<file path="src/rtl/assert_macros.svh">
// Assertion macros for the RTL files that check themselves.
// Depends on a clock named clk and an active-low reset named arst_n in scope.
`ifndef ASSERT_MACROS_SVH
`define ASSERT_MACROS_SVH

// same-cycle implication
`define ASSERT_IMPL(lbl, ante, cons) \
	lbl: assert property (@(posedge clk) disable iff (!arst_n) (ante) |-> (cons)) \
		else $error("assertion failed");

// next-cycle implication
`define ASSERT_NEXT(lbl, ante, cons) \
	lbl: assert property (@(posedge clk) disable iff (!arst_n) (ante) |=> (cons)) \
		else $error("assertion failed");

`endif

</file>
<file path="src/rtl/tdf_pkg.sv">
// Package for the trial-division factorizer: widths, field sizes, FSM states.
// No dependencies.
`default_nettype none
package tdf_pkg;

	localparam int VALUE_WIDTH = 31;
	localparam int EXP_W       = 5;
	localparam int CNT_W       = $clog2(VALUE_WIDTH);
	localparam int IN_TDATA_W  = ((VALUE_WIDTH + 7) / 8) * 8;
	localparam int OUT_TDATA_W = ((VALUE_WIDTH + EXP_W + 7) / 8) * 8;

	typedef logic [VALUE_WIDTH-1:0] value_t;
	typedef logic [EXP_W-1:0]       exp_t;

	typedef enum logic [2:0] {
		ST_IDLE,
		ST_LOAD,
		ST_DIV,
		ST_EVAL,
		ST_PUSH,
		ST_FLUSH
	} state_t;

	typedef struct packed {
		value_t prime;
		exp_t   exponent;
	} result_t;

endpackage
`default_nettype wire

</file>
<file path="src/rtl/tdf_div.sv">
// Bit-serial restoring divider: one quotient bit per cycle.
// Depends on tdf_pkg.
`default_nettype none
module tdf_div
	import tdf_pkg::*;
(
	input  wire logic   clk,
	input  wire logic   arst_n,
	input  wire logic   start,
	input  wire value_t dividend,
	input  wire value_t divisor,
	output logic        done,
	output value_t      quot,
	output value_t      remain
);

	logic             busy_q;
	logic             done_q;
	logic [CNT_W-1:0] cnt_q;
	value_t           dq_q;
	value_t           rem_q;

	logic [VALUE_WIDTH:0] trial;
	logic [VALUE_WIDTH:0] diff;
	logic                 ge;

	assign trial = {rem_q, dq_q[VALUE_WIDTH-1]};
	assign diff  = trial - {1'b0, divisor};
	assign ge    = !diff[VALUE_WIDTH];

	always_ff @(posedge clk or negedge arst_n) begin
		if (!arst_n) begin
			busy_q <= 1'b0;
			done_q <= 1'b0;
			cnt_q  <= '0;
		end else begin
			done_q <= 1'b0;
			if (start) begin
				busy_q <= 1'b1;
				cnt_q  <= '0;
			end else if (busy_q) begin
				cnt_q <= cnt_q + CNT_W'(1);
				if (cnt_q == CNT_W'(VALUE_WIDTH - 1)) begin
					busy_q <= 1'b0;
					done_q <= 1'b1;
				end
			end
		end
	end

	always_ff @(posedge clk) begin
		if (start) begin
			dq_q  <= dividend;
			rem_q <= '0;
		end else if (busy_q) begin
			rem_q <= ge ? diff[VALUE_WIDTH-1:0] : trial[VALUE_WIDTH-1:0];
			dq_q  <= {dq_q[VALUE_WIDTH-2:0], ge};
		end
	end

	assign done   = done_q;
	assign quot   = dq_q;
	assign remain = rem_q;

endmodule
`default_nettype wire

</file>
<file path="src/rtl/trial_division_factorizer.sv">
// Trial-division factorizer top level: control FSM, result staging, stream ports.
// Depends on tdf_pkg, tdf_div and assert_macros.svh.
//
//   port group   dir  payload                                   done when
//   s_*          in   tdata[30:0] value                         tvalid & tready
//   m_*          out  tdata[30:0] prime, [35:31] exponent, tlast tvalid & tready
//
// Each trial division passes through ST_LOAD, ST_DIV and ST_EVAL; ST_DIV waits for the divider.
// A prime input needs about sqrt(value) / 2 trial divisions.
// Inputs 0 and 1 go from ST_IDLE straight to ST_FLUSH.
// One item is in work at a time; s_tready is high only while idle.
// A stalled m_tready holds the FSM once both the output and staging registers are full.
// arst_n clears the control state only.
`default_nettype none
`include "assert_macros.svh"
module trial_division_factorizer
	import tdf_pkg::*;
(
	input  wire logic                   clk,
	input  wire logic                   arst_n,
	input  wire logic                   s_tvalid,
	output logic                        s_tready,
	input  wire logic [IN_TDATA_W-1:0]  s_tdata,   // value
	output logic                        m_tvalid,
	input  wire logic                   m_tready,
	output logic [OUT_TDATA_W-1:0]      m_tdata,   // prime, exponent
	output logic                        m_tlast
);

	state_t  state_q, state_nxt;
	value_t  n_q, d_q;
	exp_t    e_q;
	logic    fin_q;
	logic    pend_v_q;
	result_t pend_q;
	logic    out_v_q;
	result_t out_q;
	logic    out_last_q;

	logic    div_done;
	value_t  quot, remain;
	value_t  value_in, d_next;
	result_t new_res;
	logic    in_xfer, out_free, divides, small_in;
	logic    div_start, do_divides, do_emit, do_stop, do_next, do_push, do_flush;

	assign value_in = s_tdata[VALUE_WIDTH-1:0];
	assign in_xfer  = s_tvalid && s_tready;
	assign out_free = !out_v_q || m_tready;
	assign small_in = value_in < VALUE_WIDTH'(2);
	assign divides  = (remain == '0) && ((e_q != '0) || (d_q <= quot));
	assign d_next   = (d_q == VALUE_WIDTH'(2)) ? VALUE_WIDTH'(3) : d_q + VALUE_WIDTH'(2);
	assign new_res.prime    = fin_q ? n_q : d_q;
	assign new_res.exponent = fin_q ? EXP_W'(1) : e_q;

	tdf_div u_div (
		.clk      (clk),
		.arst_n   (arst_n),
		.start    (div_start),
		.dividend (n_q),
		.divisor  (d_q),
		.done     (div_done),
		.quot     (quot),
		.remain   (remain)
	);

	// next state
	always_comb begin
		state_nxt = state_q;
		case (state_q)
			ST_IDLE:  if (s_tvalid) state_nxt = small_in ? ST_FLUSH : ST_LOAD;
			ST_LOAD:  state_nxt = ST_DIV;
			ST_DIV:   if (div_done) state_nxt = ST_EVAL;
			ST_EVAL: begin
				if (divides) state_nxt = ST_LOAD;
				else if (e_q != '0) state_nxt = ST_PUSH;
				else if (d_q > quot) state_nxt = (n_q > VALUE_WIDTH'(1)) ? ST_PUSH : ST_FLUSH;
				else state_nxt = ST_LOAD;
			end
			ST_PUSH:  if (!pend_v_q || out_free) state_nxt = fin_q ? ST_FLUSH : ST_LOAD;
			ST_FLUSH: if (out_free) state_nxt = ST_IDLE;
			default:  state_nxt = ST_IDLE;
		endcase
	end

	// control strobes
	always_comb begin
		s_tready   = 1'b0;
		div_start  = 1'b0;
		do_divides = 1'b0;
		do_emit    = 1'b0;
		do_stop    = 1'b0;
		do_next    = 1'b0;
		do_push    = 1'b0;
		do_flush   = 1'b0;
		case (state_q)
			ST_IDLE:  s_tready = 1'b1;
			ST_LOAD:  div_start = 1'b1;
			ST_EVAL: begin
				if (divides) do_divides = 1'b1;
				else if (e_q != '0) do_emit = 1'b1;
				else if (d_q > quot) do_stop = 1'b1;
				else do_next = 1'b1;
			end
			ST_PUSH:  do_push = !pend_v_q || out_free;
			ST_FLUSH: do_flush = out_free;
			default:  s_tready = 1'b0;
		endcase
	end

	always_ff @(posedge clk or negedge arst_n) begin
		if (!arst_n) begin
			state_q  <= ST_IDLE;
			fin_q    <= 1'b0;
			pend_v_q <= 1'b0;
			out_v_q  <= 1'b0;
		end else begin
			state_q <= state_nxt;
			if (m_tready) out_v_q <= 1'b0;
			if (in_xfer) begin
				fin_q    <= 1'b0;
				pend_v_q <= small_in;
			end
			if (do_emit) fin_q <= 1'b0;
			if (do_stop) fin_q <= 1'b1;
			if (do_push) begin
				pend_v_q <= 1'b1;
				if (pend_v_q) out_v_q <= 1'b1;
			end
			if (do_flush) begin
				pend_v_q <= 1'b0;
				out_v_q  <= 1'b1;
			end
		end
	end

	always_ff @(posedge clk) begin
		if (in_xfer) begin
			n_q    <= value_in;
			d_q    <= VALUE_WIDTH'(2);
			e_q    <= '0;
			pend_q <= '0;
		end
		if (do_divides) begin
			n_q <= quot;
			e_q <= e_q + EXP_W'(1);
		end
		if (do_next) d_q <= d_next;
		if (do_push) begin
			pend_q <= new_res;
			if (pend_v_q) begin
				out_q      <= pend_q;
				out_last_q <= 1'b0;
			end
			if (!fin_q) begin
				d_q <= d_next;
				e_q <= '0;
			end
		end
		if (do_flush) begin
			out_q      <= pend_q;
			out_last_q <= 1'b1;
		end
	end

	assign m_tvalid = out_v_q;
	assign m_tlast  = out_last_q;
	assign m_tdata  = OUT_TDATA_W'({out_q.exponent, out_q.prime});

	`ASSERT_IMPL(a_done_in_div, div_done, state_q == ST_DIV)
	`ASSERT_IMPL(a_push_has_exp, state_q == ST_PUSH && !fin_q, e_q != '0)
	`ASSERT_NEXT(a_flush_drains, do_flush, out_v_q && m_tlast && !pend_v_q)

endmodule
`default_nettype wire

</file>
<file path="config.mk">
export PLATFORM = sky130hd
export DESIGN_NAME = trial_division_factorizer
export DESIGN_NICKNAME = d
export VERILOG_FILES = /design/src/rtl/tdf_pkg.sv /design/src/rtl/tdf_div.sv /design/src/rtl/trial_division_factorizer.sv
export VERILOG_INCLUDE_DIRS = /design/src /design/src/rtl
export SDC_FILE = /design/constraint.sdc
export NUM_CORES = 1
export LEC_CHECK = 0
export BUFFER_PORTS_ARGS = -buffer_cell sky130_fd_sc_hd__buf_4
export CAP_MARGIN = 10
export CORE_MARGIN = 4
export CORE_UTILIZATION = 55
export CTS_CLUSTER_DIAMETER = 30
export CTS_CLUSTER_SIZE = 30
export DETAILED_ROUTE_END_ITERATION = 16
export PLACE_DENSITY_LB_ADDON = 0.15
export SLEW_MARGIN = 5
export SYNTH_ARGS = -nofsm -noshare
export SYNTH_HDL_FRONTEND = slang
export SYNTH_SLANG_ARGS = --single-unit
</file>
<file path="constraint.sdc">
create_clock -name clk -period 6.4 [get_ports clk]
set_clock_uncertainty 0.05 [all_clocks]
set_input_delay 1.28 -clock clk [delete_from_list [all_inputs] [get_ports clk]]
set_output_delay 1.28 -clock clk [all_outputs]
set_load 0.005 [all_outputs]
</file>
==> After elaboration in Yosys (flattened, before gate mapping) <==
Index checks and enable logic that the tools add are counted.
W data, S select, Z words.
{ "word_totals": {"ff_bits": 215, "in_bits": 36, "output_inout_bits": 43, "elab_cells": 124} }
{ "op_classes": {"n_addsub": 4, "n_lt_le_gt_ge": 4, "n_eq_ne": 11, "mux": 67, "n_reduce_logical": 21} }
{ "op_table": {"columns": ["cell", "n"], "rows": [
  ["$mux W31", 11],
  ["$mux W36", 5],
  ["$mux W5", 7],
  ["$mux W1", 34],
  ["$sub A32 B31 Y32", 1],
  ["$add A31 B2 Y31 const B", 1],
  ["$eq A31 B2 Y1 const B", 1],
  ["$gt A31 B1 Y1 const B", 1],
  ["$gt A31 B31 Y1", 1],
  ["$le A31 B31 Y1", 1],
  ["$logic_not A31 Y1", 1],
  ["$lt A31 B2 Y1 const B", 1],
  ["$mux W3", 9],
  ["$pmux W3 S6", 1],
  ["$add A5 B1 Y5 const B", 2],
  ["$reduce_bool A2 Y1", 5],
  ["$eq A3 B2 Y1 const B", 2],
  ["$eq A3 B3 Y1 const B", 2],
  ["$ne A2 B2 Y1 const B", 3],
  ["$reduce_bool A3 Y1", 2],
  ["$eq A5 B5 Y1 const B", 1],
  ["$reduce_bool A5 Y1", 1],
  ["$reduce_and A2 Y1", 2],
  ["$reduce_and A4 Y1", 1],
  ["6 further kinds", 11]
]} }

==> Logic depth before layout (Yosys ltp) <==
Gate-level depths: netlist (run 1).
{ "logic_depth": {"word_depth": 8, "mapped_depth": 14} }

==> By module <==
A second synthesis (run 1) with hierarchy kept.
{ "unflattened": {"cells_unflattened": 1233, "hier_area_um2": 12081.6} }
{ "by_module_without_submodules": {"columns": ["module", "n_inst", "cells_each", "area_each_um2"], "rows": [
  ["trial_division_factorizer", 1, 708, 7369.6],
  ["tdf_div", 1, 525, 4712.0]
]} }

==> Worst setup path after synthesis (run 1) <==
OpenSTA, ideal clock, no wires.
{ "synth_timing": {"path_type": "input -> register", "from": "input port m_tready", "to": "register d_q[10]", "setup_time_ps": 137, "t_arrival_ps": 3218, "required_ps": 6213, "setup_slack_ps": 2996, "stages": 9, "path_cell_list": "nand2b_1 > o211ai_1 > nor2_1 > a31oi_1 > o21ai_1 > nand2_1 > clkbuf_1 > clkbuf_1 > o22ai_1"} }
{ "synth_between": {"elab_chain_len": 4} }
{ "synth_rtl": {"columns": ["item", "line", "source"], "rows": [
  ["start, declared", "trial_division_factorizer.sv:25", "input wire logic m_tready,"],
  ["$logic_or A1 B1 Y1", "trial_division_factorizer.sv:49", "assign out_free = !out_v_q || m_tready;"],
  ["$logic_or A1 B1 Y1", "trial_division_factorizer.sv:105", "ST_PUSH: do_push = !pend_v_q || out_free;"],
  ["$mux W1", "trial_division_factorizer.sv:96", "case (state_q)"],
  ["$mux W31", "trial_division_factorizer.sv:149", "if (do_push) begin"],
  ["end signal, assigned", "trial_division_factorizer.sv:148", "if (do_next) d_q <= d_next;"],
  ["end signal, assigned", "trial_division_factorizer.sv:156", "d_q <= d_next;"],
  ["end, declared", "trial_division_factorizer.sv:31", "value_t n_q, d_q;"]
]} }
Every way passes these cells.
A chain may end at the register's enable or synchronous reset.

==> Worst setup path after layout (run 1) <==
{ "layout_timing": {"from": "register d_q[3]", "to": "register u_div.rem_q[0] (netlist: u_div.remain[0])"} }
{ "layout_between": {"elab_chain_len": 2} }
{ "layout_rtl": {"columns": ["item", "line", "source"], "rows": [
  ["$sub A32 B31 Y32", "tdf_div.sv:28", "assign diff = trial - {1'b0, divisor};"],
  ["$mux W31", "tdf_div.sv:56", "rem_q <= ge ? diff[VALUE_WIDTH-1:0] : trial[VALUE_WIDTH-1:0];"],
  ["end signal, assigned", "tdf_div.sv:56", null],
  ["end, declared", "tdf_div.sv:21", "value_t rem_q;"]
]} }
Every way passes these cells.

==> results.json, run 1 <==
{
  "area_share_of_the_largest_cell_type_after_synthesis_pct": 33.8,
  "rr_worst_depth": 12,
  "drv_cap": 0,
  "cts_inserted_buffers": 43,
  "count_of_unique_library_cells_instantiated_by_yosys": 71,
  "basic_gate_share_of_the_synthesized_area_counting_and_or_nand_and_nor_cells_pct": 16.1,
  "critical_path.n_buffers_inverters": 2,
  "place.gp.congestion": 0.907,
  "grt_pass1_wl_mm": 47.8,
  "post_cts_resize_count": 0,
  "worstPathMaxFanout": 22,
  "yosysMostFrequentCell": "sky130_fd_sc_hd__edfxtp_1",
  "ys_top_cells_by_area": "sky130_fd_sc_hd__edfxtp_1, sky130_fd_sc_hd__dfxtp_1, sky130_fd_sc_hd__ha_1",
  "maxClockFrequency_ghz": 0.229,
  "cts_hold_repair.buffers": 0,
  "worstHoldStart": "pend_q[30]",
  "post-synth-top-area-cell": "sky130_fd_sc_hd__edfxtp_1",
  "critPathLaunchType": "register",
  "cp.depth": 12,
  "h-tree-depth": 2,
  "global_route.usage.total_pct": 24.4,
  "route.detailed.vias_per_inst": 5.99,
  "grt_antenna_before_repair": 0,
  "worst_path_largest_cell_delay_ns": 0.75,
  "clkSinkCount": 215,
  "finalHoldViolations": 0,
  "cts_post_setup_buffers_inserted": 0,
  "worstPathArrival_ns": 4.77,
  "finalNetCount": 1402,
  "number_of_cells_produced_by_synthesis": 1224,
  "pin_count_of_the_biggest_net_entering_global_routing": 72,
  "synthesis.area_per_instance_um2": 9.72,
  "floorplan.die.width_um": 155,
  "number_of_register_bits_inferred_by_synthesis": 215,
  "grt_setup_unrepaired": "no",
  "power_density_nw_per_um2": 512,
  "layout-area-overhead-vs-synth_pct": 18.3,
  "avgRoutedWirePerCell_um": 18.4,
  "insertion_delay_ns": 0.53,
  "total_number_of_vias": 9642,
  "detail_route.wirelength_mm": 29.7,
  "cp_slowest_cell": "sky130_fd_sc_hd__nor3b_4",
  "first_iter_violations": 782,
  "synth_warnings": 0,
  "hpwlAfterDp_mm": 20.6,
  "firstDrtPassIters": 5,
  "top_flip_flop_cell_by_instance_count_after_synthesis": "sky130_fd_sc_hd__edfxtp_1",
  "critical_path_cell_by_cell": "inv_1 -> ha_1 -> o211ai_1 -> a21oi_2 -> o211ai_2 -> o22a_1 -> or4_4 -> a31oi_1 -> nor3b_4 -> buf_4 -> mux2_2 -> a21oi_1",
  "async_flop_share_pct": 6.05,
  "antenna_violating_nets_post_route": 0,
  "synth_sequential_area_ratio_pct": 48.0,
  "overflow": 0,
  "final-max-slew-violation-count": 0,
  "yosys.area_share.adder_pct": 7.21,
  "final.setup.tns_ns": 0,
  "max_slew.worst_pin.slew_ns": 1.05,
  "synth_area_um2": 11900,
  "met3_wl_post_dr_mm": 1.70,
  "static-leakage-power_uw": 0.00574,
  "floorplan.initialDensity_pct": 56.3,
  "worst-r2r-setup-slack_ns": 2.04,
  "met1_routed_length_mm": 13.3,
  "total_power_uw": 7210,
  "worst_slew_margin_rel_pct": 29.7,
  "synth-compound-area-share_pct": 16.0,
  "rr_startpoint": "d_q[3]",
  "timing.final.crit_period_ns": 4.36,
  "worst_path_dominant_cell_family": "simple AND/OR/NAND/NOR gates",
  "wl_met2_mm": 14.0,
  "fp.dieH_um": 155,
  "tritoncts": "done",
  "maximum_count_of_clock_buffers_along_a_single_path": 3,
  "required_ns": 6.81,
  "via_count_of_the_first_global_routing_pass": 9224,
  "max-vdd-ir-drop_uv": 475,
  "synthMuxAreaShare_pct": 4.91,
  "cts-root-buf": "sky130_fd_sc_hd__clkbuf_16",
  "run_status": "finished clean",
  "synth-edff-count": 134,
  "rows": 53,
  "critPathCaptureType": "register",
  "synth_common_cells": "sky130_fd_sc_hd__edfxtp_1, sky130_fd_sc_hd__o21ai_0, sky130_fd_sc_hd__nand2_1, sky130_fd_sc_hd__nor2_1, sky130_fd_sc_hd__inv_1",
  "yosys.area_share.xor_xnor_pct": 3.02,
  "port_buffers": 73,
  "setup.worst_path.class": "reg -> reg",
  "worstSetupStartpoint": "d_q[3]",
  "clk_pin_slew_worst_paths_ns": 0.05,
  "worst_hold_path_type": "reg -> reg",
  "route.top_layer_used": "met4",
  "final-setup-viol-count": 0,
  "dieArea_um2": 24100,
  "min_delay_path_depth": 0,
  "combinational_family_with_the_most_area_after_synthesis": "simple AND/OR/NAND/NOR gates",
  "drt_drc_violations_left": 0,
  "core_area_um2": 21200,
  "min_period_over_period_pct": 68.2,
  "io_pins": 79,
  "drive_above_1_share_pct": 13.0
}
[registers in the layout, summed over array words and instances, names as in the netlist]
| name | flops |
|---|---|
| d_q | 31 |
| e_q | 5 |
| fin_q | 1 |
| m_tdata | 36 |
| m_tlast | 1 |
| m_tvalid | 1 |
| n_q | 31 |
| pend_q | 36 |
| pend_v_q | 1 |
| state_q | 3 |
| u_div.busy_q | 1 |
| u_div.cnt_q | 5 |
| u_div.done | 1 |
| u_div.quot | 31 |
| u_div.remain | 31 |
[worst reg2reg max path, delay by kind of cell, from the launching register on]
| family | cells | cell delay (ns) |
|---|---|---|
| and+or+nand+nor | 2 | 1.28 |
| AOI/OAI and AO/OA | 6 | 1.09 |
| buffers and inverters | 2 | 0.59 |
| DFF | 1 | 0.51 |
| adders and majority gates | 1 | 0.39 |
| muxes | 1 | 0.38 |
[layout make-up]
cell class	count	area, um^2
Clock buffer	49	1120
Timing Repair Buffer	83	623
Tap cell	275	344
Multi-Input combinational cell	877	5650
Antenna cell	1	2.50
Sequential cell	215	5710
Clock inverter	31	345
Inverter	78	293
Fill cell	1690	7070
[metrics by stage]
stage          util [%]  setup WS (ns)  cell area [um^2]  hold WS (ns)  cells
2_1_floorplan         -           3.00             11900         0.350   1227
4_1_cts            66.6           2.07             14100         0.367   1608
3_3_place_gp       59.6           2.06             12600         0.350   1528
3_5_place_dp       59.6           2.01             12600         0.355   1528
5_1_grt            66.6           1.81             14100         0.369   1608
6_report           66.6           2.04             14100         0.366   1609
[cell usage in the layout (no fill, tap or decap), types with 16 or more instances in the layout]
master and instances:
sky130_fd_sc_hd__inv_1 78, sky130_fd_sc_hd__dfxtp_1 68, sky130_fd_sc_hd__nand3_1 35, sky130_fd_sc_hd__ha_1 67, sky130_fd_sc_hd__nor2_1 82, sky130_fd_sc_hd__nand2_1 116
sky130_fd_sc_hd__xor2_1 16, sky130_fd_sc_hd__edfxtp_1 134, sky130_fd_sc_hd__a21o_1 40, sky130_fd_sc_hd__xnor2_1 25, sky130_fd_sc_hd__mux2i_1 55, sky130_fd_sc_hd__clkbuf_16 43
sky130_fd_sc_hd__nor3_1 18, sky130_fd_sc_hd__nand4_1 25, sky130_fd_sc_hd__and3_1 23, sky130_fd_sc_hd__o21ai_0 126, sky130_fd_sc_hd__buf_4 83, sky130_fd_sc_hd__a21oi_1 74
sky130_fd_sc_hd__nor4_1 33
[worst paths after layout]
path	end
max	u_div.remain[0]
min	m_tdata[25]
max reg2reg	u_div.remain[0]
min reg2reg	m_tdata[25]
max in group asynchronous	fin_q
min in group asynchronous	state_q[0]
[per-layer routing]
metal | vias to the layer above | GRT usage (%)
met2 | 304 | 39.9
met5 | - | 0
met3 | 63 | 4.20
li1 | 4664 | -
met1 | 4611 | 33.6
met4 | 0 | 7.32
[report_power, final]
group          internal [uW]  total [uW]  switching, uW
combinational           1170        2840           1660
clock                   1440        2240            795
sequential              1900        2140            240
total                   4510        7210           2700
[cells by family after synthesis]
logic type / after synthesis
and+or+nand+nor: 388
AOI/OAI and AO/OA: 318
DFF: 215
buffers and inverters: 135
adders and majority gates: 68
muxes: 58
xor gates and xnor gates: 41
other: 1
(Power assumes the default switching activity.)
==> run 2, diff against run 1 <==
--- a/config.mk
+++ b/config.mk
@@ -6,6 +6,7 @@
 export SDC_FILE = /design/constraint.sdc
 export NUM_CORES = 1
 export LEC_CHECK = 0
+export ABC_AREA = 1
 export BUFFER_PORTS_ARGS = -buffer_cell sky130_fd_sc_hd__buf_4
 export CAP_MARGIN = 10
 export CORE_MARGIN = 4
==> constraint.sdc (replaced) <==
create_clock -name clk -period 3.5 [get_ports clk]
set_clock_uncertainty 0.05 [all_clocks]
set_input_delay 0.7 -clock clk [delete_from_list [all_inputs] [get_ports clk]]
set_output_delay 0.7 -clock clk [all_outputs]
set_load 0.005 [all_outputs]
==> run 2 against run 1 <==
Against the previous run: sequential share of layout area decreased by 3.0 points; sequential power increased by 83%; register-to-register slack worse by 1.6 ns; first-iteration DRC count up 26%; cell count increased by 32%; core utilization is essentially flat; non-clock buffer count rose by 4; global-route usage is 2.8 points higher; total power rose by 92%; critical path depth did not move.
==> results.json, run 2 <==
{
  "cts-root-buf": "sky130_fd_sc_hd__clkbuf_16",
  "worst_slew_margin_rel_pct": 27.2,
  "route.detailed.vias_per_inst": 5.46,
  "static-leakage-power_uw": 0.00692,
  "placed_cells": 2048,
  "async_flop_share_pct": 6.05,
  "finalHoldViolations": 0,
  "maxClockFrequency_ghz": 0.325,
  "min_period_over_period_pct": 88.0,
  "drv_cap": 0,
  "ys_top_cells_by_area": "sky130_fd_sc_hd__edfxtp_1, sky130_fd_sc_hd__nand2_1, sky130_fd_sc_hd__dfxtp_1",
  "rows": 55,
  "required_ns": 3.84,
  "grt_pass1_wl_mm": 57.1,
  "fp.dieH_um": 161,
  "max_slew.worst_pin.slew_ns": 1.09,
  "first_iter_violations": 988,
  "overflow": 0,
  "core_area_um2": 22800,
  "floorplan.initialDensity_pct": 56.5,
  "top_flip_flop_cell_by_instance_count_after_synthesis": "sky130_fd_sc_hd__edfxtp_1",
  "detail_route.wirelength_mm": 35.6,
  "finalNetCount": 1886,
  "synth_common_cells": "sky130_fd_sc_hd__nand2_1, sky130_fd_sc_hd__inv_1, sky130_fd_sc_hd__nor2_1, sky130_fd_sc_hd__edfxtp_1, sky130_fd_sc_hd__nand3_1",
  "timing.final.crit_period_ns": 3.08,
  "synthesis.area_per_instance_um2": 7.61,
  "total_number_of_vias": 11631,
  "firstDrtPassIters": 5,
  "diode_count": 0,
  "worst_hold_path_type": "reg -> reg",
  "hpwlAfterDp_mm": 26.1,
  "drt_drc_violations_left": 0,
  "dieArea_um2": 26000,
  "antenna_violating_nets_post_route": 0,
  "fin_cells": 2129,
  "layout.cells.most_common_list": "sky130_fd_sc_hd__nand2_1, sky130_fd_sc_hd__inv_1, sky130_fd_sc_hd__nor2_1, sky130_fd_sc_hd__edfxtp_1, sky130_fd_sc_hd__nand3_1",
  "synth_sequential_area_ratio_pct": 44.2,
  "cts_inserted_buffers": 44,
  "critPathLaunchType": "register",
  "setup.worst_path.class": "reg -> reg",
  "pin_count_of_the_biggest_net_entering_global_routing": 68,
  "yosysMostFrequentCell": "sky130_fd_sc_hd__nand2_1",
  "maximum_count_of_clock_buffers_along_a_single_path": 3,
  "clk_pin_slew_worst_paths_ns": 0.05,
  "post-synth-top-area-cell": "sky130_fd_sc_hd__edfxtp_1",
  "number_of_cells_produced_by_synthesis": 1697,
  "via_count_of_the_first_global_routing_pass": 11268,
  "cts_post_setup_buffers_inserted": 0,
  "synth_area_um2": 12900,
  "synth_warnings": 0,
  "count_of_unique_library_cells_instantiated_by_yosys": 43,
  "global_route.usage.total_pct": 27.2,
  "number_of_register_bits_inferred_by_synthesis": 215,
  "max-vdd-ir-drop_uv": 950,
  "worstPathMaxFanout": 31,
  "port_buffers": 73,
  "tritoncts": "done",
  "run_status": "finished clean",
  "post_cts_resize_count": 0,
  "final.setup.tns_ns": 0,
  "critPathCaptureType": "register",
  "layout-area-overhead-vs-synth_pct": 17.9,
  "insertion_delay_ns": 0.53,
  "drive_above_1_share_pct": 11.7,
  "worstPathArrival_ns": 3.42,
  "area_share_of_the_largest_cell_type_after_synthesis_pct": 31.2,
  "final_common_cell": "sky130_fd_sc_hd__nand2_1",
  "final-setup-viol-count": 0,
  "io_pins": 79,
  "h-tree-depth": 2,
  "final-max-slew-violation-count": 0,
  "clkSinkCount": 215,
  "synth-edff-count": 134,
  "place.gp.congestion": 0.991,
  "grt_setup_unrepaired": "no",
  "avgRoutedWirePerCell_um": 16.7,
  "power_density_nw_per_um2": 911,
  "fill_cells": 2030,
  "grt_antenna_before_repair": 0,
  "floorplan.die.width_um": 161
}
run 2: changes by cell type in the layout (fill, tap and decap cells not counted), sizes merged, moves of 29 or more:
cell   change
nand2    +408
inv      +129
nor2     +101
nand3     +79
mux2i     -55
a21o      -37
o21ai     -29
run 2: cell families after synthesis:
logic type / after synthesis / synth area share, %
simple gates: 914 / 30.3
xor+xnor: 29 / 1.97
fa+ha+maj: 68 / 6.65
buf+inv: 263 / 8.45
other cells: 1 / 0.0291
flops: 215 / 44.2
compound gates: 207 / 8.32
run 2: timing repair:
action,in CTS,in global routing
hold endpoints to repair,13,0
hold buffers,1,0
setup endpoints to repair,0,0
run 2: layer usage:
layer	GRT usage, %	vias up	share of wire (%)
met2	44.8	393	47
met5	0	-	0
li1	-	5766	-
met3	3.96	72	6.3
met4	10.1	0	3.2
met1	36.9	5400	44
run 2: through the flow:
stage	util, %	hold WS [ns]	cell area, um^2	total power, uW	setup slack, ns
after floorplan	-	0.350	12900	8280	0.685
after global placement	59.9	0.350	13700	9410	0.534
after detailed placement	59.9	0.355	13700	9550	0.481
after CTS	66.6	0.356	15200	13900	0.424
after global routing	66.6	0.370	15200	14900	0.0967
final	66.6	0.350	15200	13900	0.420
run 2: critical path, stage by stage (launching register included):
cell and delay (ns):
sky130_fd_sc_hd__dfxtp_1 0.53, sky130_fd_sc_hd__inv_1 0.17, sky130_fd_sc_hd__ha_1 0.39, sky130_fd_sc_hd__a21oi_1 0.23, sky130_fd_sc_hd__o21ai_1 0.12, sky130_fd_sc_hd__inv_1 0.07, sky130_fd_sc_hd__nand2_1 0.08, sky130_fd_sc_hd__a21oi_1 0.30
sky130_fd_sc_hd__nand3_1 0.14, sky130_fd_sc_hd__nand2_2 0.50, sky130_fd_sc_hd__nand2_1 0.17, sky130_fd_sc_hd__nand3_1 0.11, sky130_fd_sc_hd__nand2_1 0.06
run 2: path summary, 6_finish.rpt:
path / startpoint / endpoint / slack [ns] / cells past startpoint
max in group asynchronous: arst_n / u_div.cnt_q[4] / 2.68 / 2
setup reg to reg: d_q[22] / u_div.remain[18] / 0.42 / 12
hold reg to reg: pend_q[32] / m_tdata[27] / 0.35 / 0
min in group asynchronous: arst_n / fin_q / 0.52 / 2
hold / removal: pend_q[32] / m_tdata[27] / 0.35 / 0
setup / recovery: d_q[22] / u_div.remain[18] / 0.42 / 12
run 2: report_power, final:
part | internal, uW | switching [uW]
clock | 2900 | 1370
combinational | 1850 | 3820
sequential | 3520 | 396
run 2: cell type report:
class | instances | area [um^2] | area share (%)
timing repair buffer | 87 | 668 | 4.39
clock buffer | 56 | 1180 | 7.73
tap | 313 | 392 | 2.57
sequential | 215 | 5710 | 37.5
multi-input combinational | 1222 | 6130 | 40.3
inverter | 212 | 796 | 5.23
clock inverter | 24 | 344 | 2.26
